### src/hdl/wfca_pkg.sv
// Package for the worst-fit cell allocator: field widths, status and request codes,
// controller states and the command/status structs between controller and datapath.
// No dependencies.
package wfca_pkg;

   localparam int OWNER_W    = 8;
   localparam int SIZE_W     = 11;
   localparam int CELL_W     = 10;
   localparam int STATUS_W   = 2;
   localparam int REQ_DATA_W = 24;
   localparam int RSP_DATA_W = 24;

   localparam logic REQ_ALLOCATE = 1'b0;
   localparam logic REQ_RELEASE  = 1'b1;

   typedef enum logic [STATUS_W-1:0] {
      STATUS_ALLOCATED = 2'd0,
      STATUS_NO_ROOM   = 2'd1,
      STATUS_RELEASED  = 2'd2
   } status_type;

   typedef enum logic [2:0] {
      ST_CLEAR,
      ST_IDLE,
      ST_SCAN,
      ST_DRAIN,
      ST_EVAL,
      ST_FILL,
      ST_DONE
   } state_type;

   typedef struct packed {
      logic clear;
      logic load;
      logic scan;
      logic eval;
      logic fill;
   } cmd_type;

   typedef struct packed {
      logic addr_last;
      logic release_op;
      logic fits;
      logic fill_last;
   } dp_status_type;

endpackage

### src/hdl/wfca_ctrl.sv
// Controller state machine of the worst-fit cell allocator.
// Sequences clear, scan, evaluate and fill; depends on wfca_pkg.
module wfca_ctrl (
   input  logic                   clock,
   input  logic                   reset,
   input  logic                   req_tvalid,
   input  logic                   out_free,
   input  wfca_pkg::dp_status_type dp_status,
   output wfca_pkg::cmd_type      cmd,
   output logic                   req_tready,
   output logic                   out_load
);

   wfca_pkg::state_type state_ff, state_in;

   always_ff @(posedge clock) begin
      if (reset) begin
         state_ff <= wfca_pkg::ST_CLEAR;
      end else begin
         state_ff <= state_in;
      end
   end

   always_comb begin
      state_in   = state_ff;
      cmd        = '0;
      req_tready = 1'b0;
      out_load   = 1'b0;
      case (state_ff)
         wfca_pkg::ST_CLEAR: begin
            cmd.clear = 1'b1;
            if (dp_status.addr_last) state_in = wfca_pkg::ST_IDLE;
         end
         wfca_pkg::ST_IDLE: begin
            req_tready = 1'b1;
            if (req_tvalid) begin
               cmd.load = 1'b1;
               state_in = wfca_pkg::ST_SCAN;
            end
         end
         wfca_pkg::ST_SCAN: begin
            cmd.scan = 1'b1;
            if (dp_status.addr_last) state_in = wfca_pkg::ST_DRAIN;
         end
         wfca_pkg::ST_DRAIN: begin
            state_in = wfca_pkg::ST_EVAL;
         end
         wfca_pkg::ST_EVAL: begin
            cmd.eval = 1'b1;
            if (!dp_status.release_op && dp_status.fits) begin
               state_in = wfca_pkg::ST_FILL;
            end else begin
               state_in = wfca_pkg::ST_DONE;
            end
         end
         wfca_pkg::ST_FILL: begin
            cmd.fill = 1'b1;
            if (dp_status.fill_last) state_in = wfca_pkg::ST_DONE;
         end
         wfca_pkg::ST_DONE: begin
            if (out_free) begin
               out_load = 1'b1;
               state_in = wfca_pkg::ST_IDLE;
            end
         end
         default: begin
            state_in = wfca_pkg::ST_CLEAR;
         end
      endcase
   end

endmodule

### config.mk
export PLATFORM = sky130hd
export DESIGN_NAME = wfca_ctrl
export DESIGN_NICKNAME = d
export VERILOG_FILES = /design/src/hdl/wfca_pkg.sv /design/src/hdl/wfca_ctrl.sv
export SDC_FILE = /design/constraint.sdc
export NUM_CORES = 1
export LEC_CHECK = 0
export BUFFER_PORTS_ARGS = -buffer_cell sky130_fd_sc_hd__buf_2
export CAP_MARGIN = 20
export CORE_AREA = 2 2 39 41
export DETAILED_ROUTE_END_ITERATION = 10
export DIE_AREA = 0 0 41 43
export PLACE_DENSITY = 0.54
export SETUP_SLACK_MARGIN = 0.3
export SYNTH_ARGS = -nofsm -noshare
export SYNTH_HDL_FRONTEND = slang
export SYNTH_SLANG_ARGS = --single-unit
### constraint.sdc
create_clock -name clock -period 2.67 [get_ports clock]
set_input_delay 0.1335 -clock clock [delete_from_list [all_inputs] [get_ports clock]]
set_output_delay 0.1335 -clock clock [all_outputs]
set_load 0.02 [all_outputs]
== Word-level counts from Yosys, hierarchy flattened ==
Cells that the tools add are included.
Storage, ports and cells
  register bits: 3
  word-level logic and storage cells: 32
  memories kept: 0
  bits in read-only memories: 0
  output and inout bits: 7
  input bits: 8
  bits in writable memories: 0
  latch bits: 0
Cells by class
  equality and inequality tests: 11
  $mul: 0
  mux-type cells: 16
  div/mod/pow operators: 0
  shifts and indexed selects: 0
  reductions and logical operators: 4
  add/sub/neg operators: 0
  order comparisons: 0
  bitwise logic cells: 0
Operators by type and width (number)
  3-bit case mux with 7 select lines: 1
  3-bit two-way mux: 5
  2-bit != test, second input constant: 5
  3-bit equality test, second input constant: 3
  1-bit two-way mux: 9
  3-bit by 2-bit equality test with 1-bit output, second input constant: 2
  5-bit AND reduction: 1
  3-bit by 1-bit equality test with 1-bit output, second input constant: 1
  3-bit zero test: 1
  2-bit two-way mux: 1
  1-bit logical AND: 1
  1-bit zero test: 1

== Longest topological paths before layout ==
Gate-level depths: netlist of run 1.
  depth after elaboration: 4
  gate-level depth with buffers: 5
  gate-level depth less buffers: 4

== Least setup slack after synthesis of run 1 ==
OpenSTA, ideal clock, no wires.
  kind: register to output
  start point: register state_ff[0]
  end point: output cmd[3] (netlist name)
  buffers on the path: 1
  path slack: 1.365 ns
  cell stages (with the launch flop): 5
  required time: 2.536 ns
  arrival: 1.172 ns
  path through: dfxtp_1 buf_6 inv_1 nor3_2 and2_1
RTL lines
  start, declared: RTL line wfca_ctrl.sv:14  | wfca_pkg::state_type state_ff, state_in;
  start signal, assigned: RTL line wfca_ctrl.sv:18  | state_ff <= wfca_pkg::ST_CLEAR;
  start signal, assigned: RTL line wfca_ctrl.sv:20  | state_ff <= state_in;
  end, declared: RTL line wfca_ctrl.sv:9  | output wfca_pkg::cmd_type cmd,

==> metrics, run 1 <==
Post-CTS Hold Fix Bufs 0; Worst setup SP type register; layout net count 61; core footprint 0.00138 mm^2; global-route wire length before repair 1040 um; post-route insts no fill 68; net count after synthesis 45; RSZ-0062 raised after global routing no; initial antenna violation count 0; Worst Clk Skew 0.00260 ns; Post-DP HPWL 493 um; final hold violation count 0; Pins Over Slew Limit 0; DRC Markers 0; GRT Total Usage 8.72%; Die W 41 um; setup TNS 0 ns; yosys warns 0; max reg flops 3; # IOs 15; Cell Area, Synth 282 um^2; CTS resizes 0; Rows 14; CTS tree done; min-delay worst type input port to register; layout cells sized above 1 40.4%; die area 0.00176 mm^2; Worst VDD drop 0.000241 V; routed via count 293; Most used DFF post-synth dfxtp_1; FILL cells 153; Largest Register state_ff; H-tree levels 1; Tmin final 1.52 ns; post-CTS setup buffers 0; Clock Root Buffer clkbuf_4; Syn Area/Cell 7.61 um^2; Final setup viols 0; clock insertion delay at the later pin of the skew report 0.23 ns; crit share post-route 56.9%; PwrDens 535 mW/mm^2; Worst Path Class, Setup register to primary output; run status finished clean; register area share after synthesis 21.3%; relative slew slack 67.8%; slew of the pin with the lowest slew margin 0.482 ns; number of DRC markers in iteration 0 12; Clock Pin Slew Worst Setup and Hold Paths 0.04 ns; register area 60.1 um^2; CP Capture Type primary output; RD Place Congestion 0.679; # placed instances 64; f_max 659 MHz; Gate Count Post-Synth 37; setup slack after layout 1.15 ns; Yosys cell types 22; clock sinks 3; overall power 197 uW; Final ANT Viol Nets 0; number of synthesized register bits 3; DR WL/cell 9.22 um; Vias/cell 4.31; max-capacitance violation count 0; final WL 627 um; Area Growth Syn to Fin 30.7%; number of global-route vias before repair 238; die height 43 um; Antenna Cells 0; clock buffer depth 2; crit path max fanout 12; Fin Hold WS 0.0995 ns; P_leak 0.176 nW; Critical Path RT 2.54 ns; 1st-pass router iterations 4; port bufs 14; Largest regs state_ff (3); Overflow after GRT 0; number of CTS-inserted buffers 3; Initial Util 20.3%; Async S/R FF share, synth 0%; CP arrival 1.38 ns; multi-input logic area 180 um^2; largest net degree at the start of global routing 15; pre-CTS WS 1.38 ns; Post-synth EDFFs 0
==> kinds of logic (layout without fill, tap and decap cells) <==
| group | Yosys count | in the layout | share of synthesized area (%) |
|---|---|---|---|
| AND/OR/NAND/NOR | 15 | 15 | 31.6 |
| AO/OA/AOI/OAI | 11 | 11 | 25.3 |
| buffers and inverters | 6 | 21 | 14.7 |
| flip-flops | 3 | 3 | 21.3 |
| multiplexers | 2 | 2 | 7.11 |
==> metrics by stage <==
stage	util (%)	area, um^2
3_5_place_dp	24.7	342
4_1_cts	26.6	368
2_1_floorplan	-	282
6_report	26.6	368
3_3_place_gp	24.7	342
5_1_grt	26.6	368
==> synthesized netlist by cell type (2+ instances only) <==
master	count	share of area, %
dfxtp_1	3	21
inv_1	3	4.0
nand2_1	3	4.0
buf_6	2	8.0
mux2i_1	2	7.1
nor2_1	2	2.7
nor3_1	4	7.1
a21oi_1	4	7.1
==> final cells by class <==
type	count	share of cell area [%]
clock buffers	4	7.14
inverters	3	3.06
multi-input cells	28	49.0
flip-flops and latches	3	16.3
well taps	16	5.44
repair buffers	14	19.0
==> report_power, final <==
part | internal (mW) | switching [mW]
clock network | 0.0558 | 0.0215
registers | 0.0497 | 0.0137
logic | 0.0240 | 0.0320
total | 0.130 | 0.0672
==> cell usage in the layout (no fill, tap or decap), types with 2 or more instances in the layout <==
master    count
clkbuf_4      3
inv_1         3
nor2_1        2
dfxtp_1       3
nor3_1        4
nand2_1       3
buf_2        14
a21oi_1       4
mux2i_1       2
==> final timing paths <==
check             slack, ns         from          end  depth (start not counted)
setup reg to reg       1.44  state_ff[1]  state_ff[1]                          4
hold / removal          0.1        reset  state_ff[0]                          2
setup / recovery       1.15  state_ff[0]       cmd[3]                          4
hold reg to reg        0.67  state_ff[0]  state_ff[2]                          2
==> layer usage <==
| layer | track usage, % | up-vias | part of all wire [%] |
|---|---|---|---|
| li1 | - | 161 | - |
| met1 | 12.8 | 127 | 50 |
| met2 | 10.0 | 5 | 46 |
| met3 | 4.71 | 0 | 3.3 |
| met4 | 4.00 | 0 | 0 |
| met5 | 0 | - | 0 |
==> critical path, stage by stage (launching register included) <==
cell     delay (ns)
dfxtp_1        0.52
inv_1          0.16
nor3_2         0.19
and2_1         0.14
buf_2          0.15
(Power assumes the default switching activity.)
==> inputs of run 2 (changes only) <==
Clock period 2.67 ns to 1.4 ns, I/O delays scaled along.
==> run 2 against run 1 <==
Sequential share of layout area fell by 2.2 points. Non-clock buffer count rose by 9. Sequential power rose by 65%. Worst hold slack got worse by 0.072 ns. Via count rose by 16%. Clock-buffer cell count did not move. Setup slack got worse by 0.93 ns. Critical path type unchanged. Highest routed layer unchanged.
==> metrics, run 2 (synthesis gave the netlist of run 1 again) <==
GRT Total Usage 12.0% (+3.3 points); f_max 852 MHz; Antenna Cells 0 (unchanged); Largest Register state_ff; Worst VDD drop 0.000362 V (+50%); relative slew slack 83.7% (+16 points); Util after Layout 35.1% (+8.5 points); Critical R2R Launch state_ff[0]; number of CTS-inserted buffers 3 (unchanged); DR WL met2 423 um (+46%); min-delay worst type input port to register; routed via count 340 (+16%); critical-path cell with the highest stage delay dfxtp_2; uppermost layer routed met3; CP peak stage delay 0.32 ns (-0.20 ns); P_leak 0.235 nW (+33%); Worst setup SP type register; final hold violation count 0 (unchanged); slew of the pin with the lowest slew margin 0.243 ns (-0.239 ns); FILL cells 153 (unchanged); CP Capture Type primary output; Clk pwr share 34.7% (-4.6 points); Worst Clk Skew 0.00359 ns (+0.000990 ns); RD Place Congestion 0.781 (+15%); DR WL/cell 10.6 um (+15%); crit path max fanout 4 (-8); Clock Pin Slew Worst Setup and Hold Paths 0.04 ns (about the same); Worst Path Class, Setup register to primary output; RSZ-0062 raised after global routing yes; clock buffer depth 2 (unchanged); initial antenna violation count 0 (unchanged); H-tree levels 1 (unchanged); core footprint 0.00138 mm^2 (unchanged); Cell Chain, Critical Path buf_6, nor3_4, and2_4, buf_6; Tmin final 1.17 ns; met3 WL 36 um (+71%); Final setup viols 0 (unchanged); 1st-pass router iterations 4 (unchanged); setup TNS 0 ns (unchanged); global-route wire length before repair 1410 um (+35%); Final ANT Viol Nets 0 (unchanged); DRT met1 WL 358 um (+14%); PwrDens 920 mW/mm^2 (+72%); register area 68.8 um^2 (+15%); multi-input logic area 199 um^2 (+10%); final WL 817 um (+30%); Initial Util 20.3% (unchanged); crit share post-route 83.9%; Pins Over Slew Limit 0 (unchanged); Clock Root Buffer clkbuf_4; switch share 34.5% (+0.32 points); number of global-route vias before repair 317 (+33%); Post-DP HPWL 575 um (+17%); Comb pwr share 41.9% (+14 points); Net Switching 154 uW (+130%); hold_sp reset; most frequent cell on the critical path buf_6; sequential share of power 23.5% (-8.8 points); post-route cell area 485 um^2 (+32%); most frequent cells in the layout 11 x buf_2, 8 x buf_4, 4 x a21oi_1, 4 x buf_6; port bufs 14 (unchanged); Overflow after GRT 0 (unchanged); post-place instance area 383 um^2 (+12%); clock sinks 3 (unchanged); die height 43 um (unchanged); max reg flops 3 (unchanged); Fin Hold WS 0.0270 ns (-0.0725 ns); most common cell after layout, fill and taps aside buf_2; Critical Path RT 1.33 ns (-1.21 ns); Int Pwr 293 uW (+130%); run status finished clean; clock insertion delay at the later pin of the skew report 0.23 ns (about the same); # IOs 15 (unchanged); CP arrival 1.10 ns (-0.28 ns); Rows 14 (unchanged); number of DRC markers in iteration 0 10 (-2); max-capacitance violation count 0 (unchanged); die area 0.00176 mm^2 (unchanged); CTS tree done; layout cells sized above 1 60.7% (+20 points); Area Growth Syn to Fin 72.4%; DRC Markers 0 (unchanged); Vias/cell 4.42 (+2.5%); largest net degree at the start of global routing 9 (-6); Largest regs state_ff (3); Setup crit start state_ff[1]; layout net count 70 (+15%); Die W 41 um (unchanged)
-- run 2: worst paths after layout --
kind | end | slack (ns) | depth (start not counted)
worst min-delay path | state_ff[0] | 0.03 | 2
worst max-delay path | cmd[3] | 0.23 | 4
worst max register to register | state_ff[0] | 0.27 | 5
worst min register to register | state_ff[0] | 0.61 | 3
-- run 2: routing by layer --
layer,global-route usage [%],vias up
met5,0,-
met4,6.00,0
met3,5.24,0
met2,16.9,9
met1,15.1,150
li1,-,181
-- run 2: power by group through the flow --
stage	combinational [mW]	sequential (mW)	clock [mW]
floorplan	0.110	0.103	0
global placement	0.148	0.108	0
detailed placement	0.148	0.108	0
CTS	0.179	0.105	0.161
global route	0.203	0.107	0.171
finish	0.187	0.105	0.155
-- run 2: metrics by stage --
step / instances / worst slack (ns) / total power, mW
floorplan: 37 / 0.227 / 0.212
global placement: 68 / 0.302 / 0.256
detailed placement: 68 / 0.313 / 0.255
CTS: 76 / 0.210 / 0.445
global route: 77 / 0.167 / 0.480
finish: 77 / 0.226 / 0.447
-- run 2: worst max-delay path, delay by kind of cell (launching register included) --
family	cells	cell delay, ns
buffers and inverters	2	0.22
DFF	1	0.32
and+or+nand+nor	2	0.33
-- run 2: what timing repair did --
item	CTS	global route
gates resized for setup	14	1
buffers inserted	4	1
setup endpoints to repair	7	9
pin swaps	2	1
hold buffers	0	0
endpoints found under the hold margin	0	0
-- run 2: layout make-up --
class	instances	area share [%]
multi-input cells	28	41.0
flip-flops and latches	3	14.2
inverters	3	2.32
repair buffers	23	33.0
well taps	16	4.12
clock buffers	4	5.41
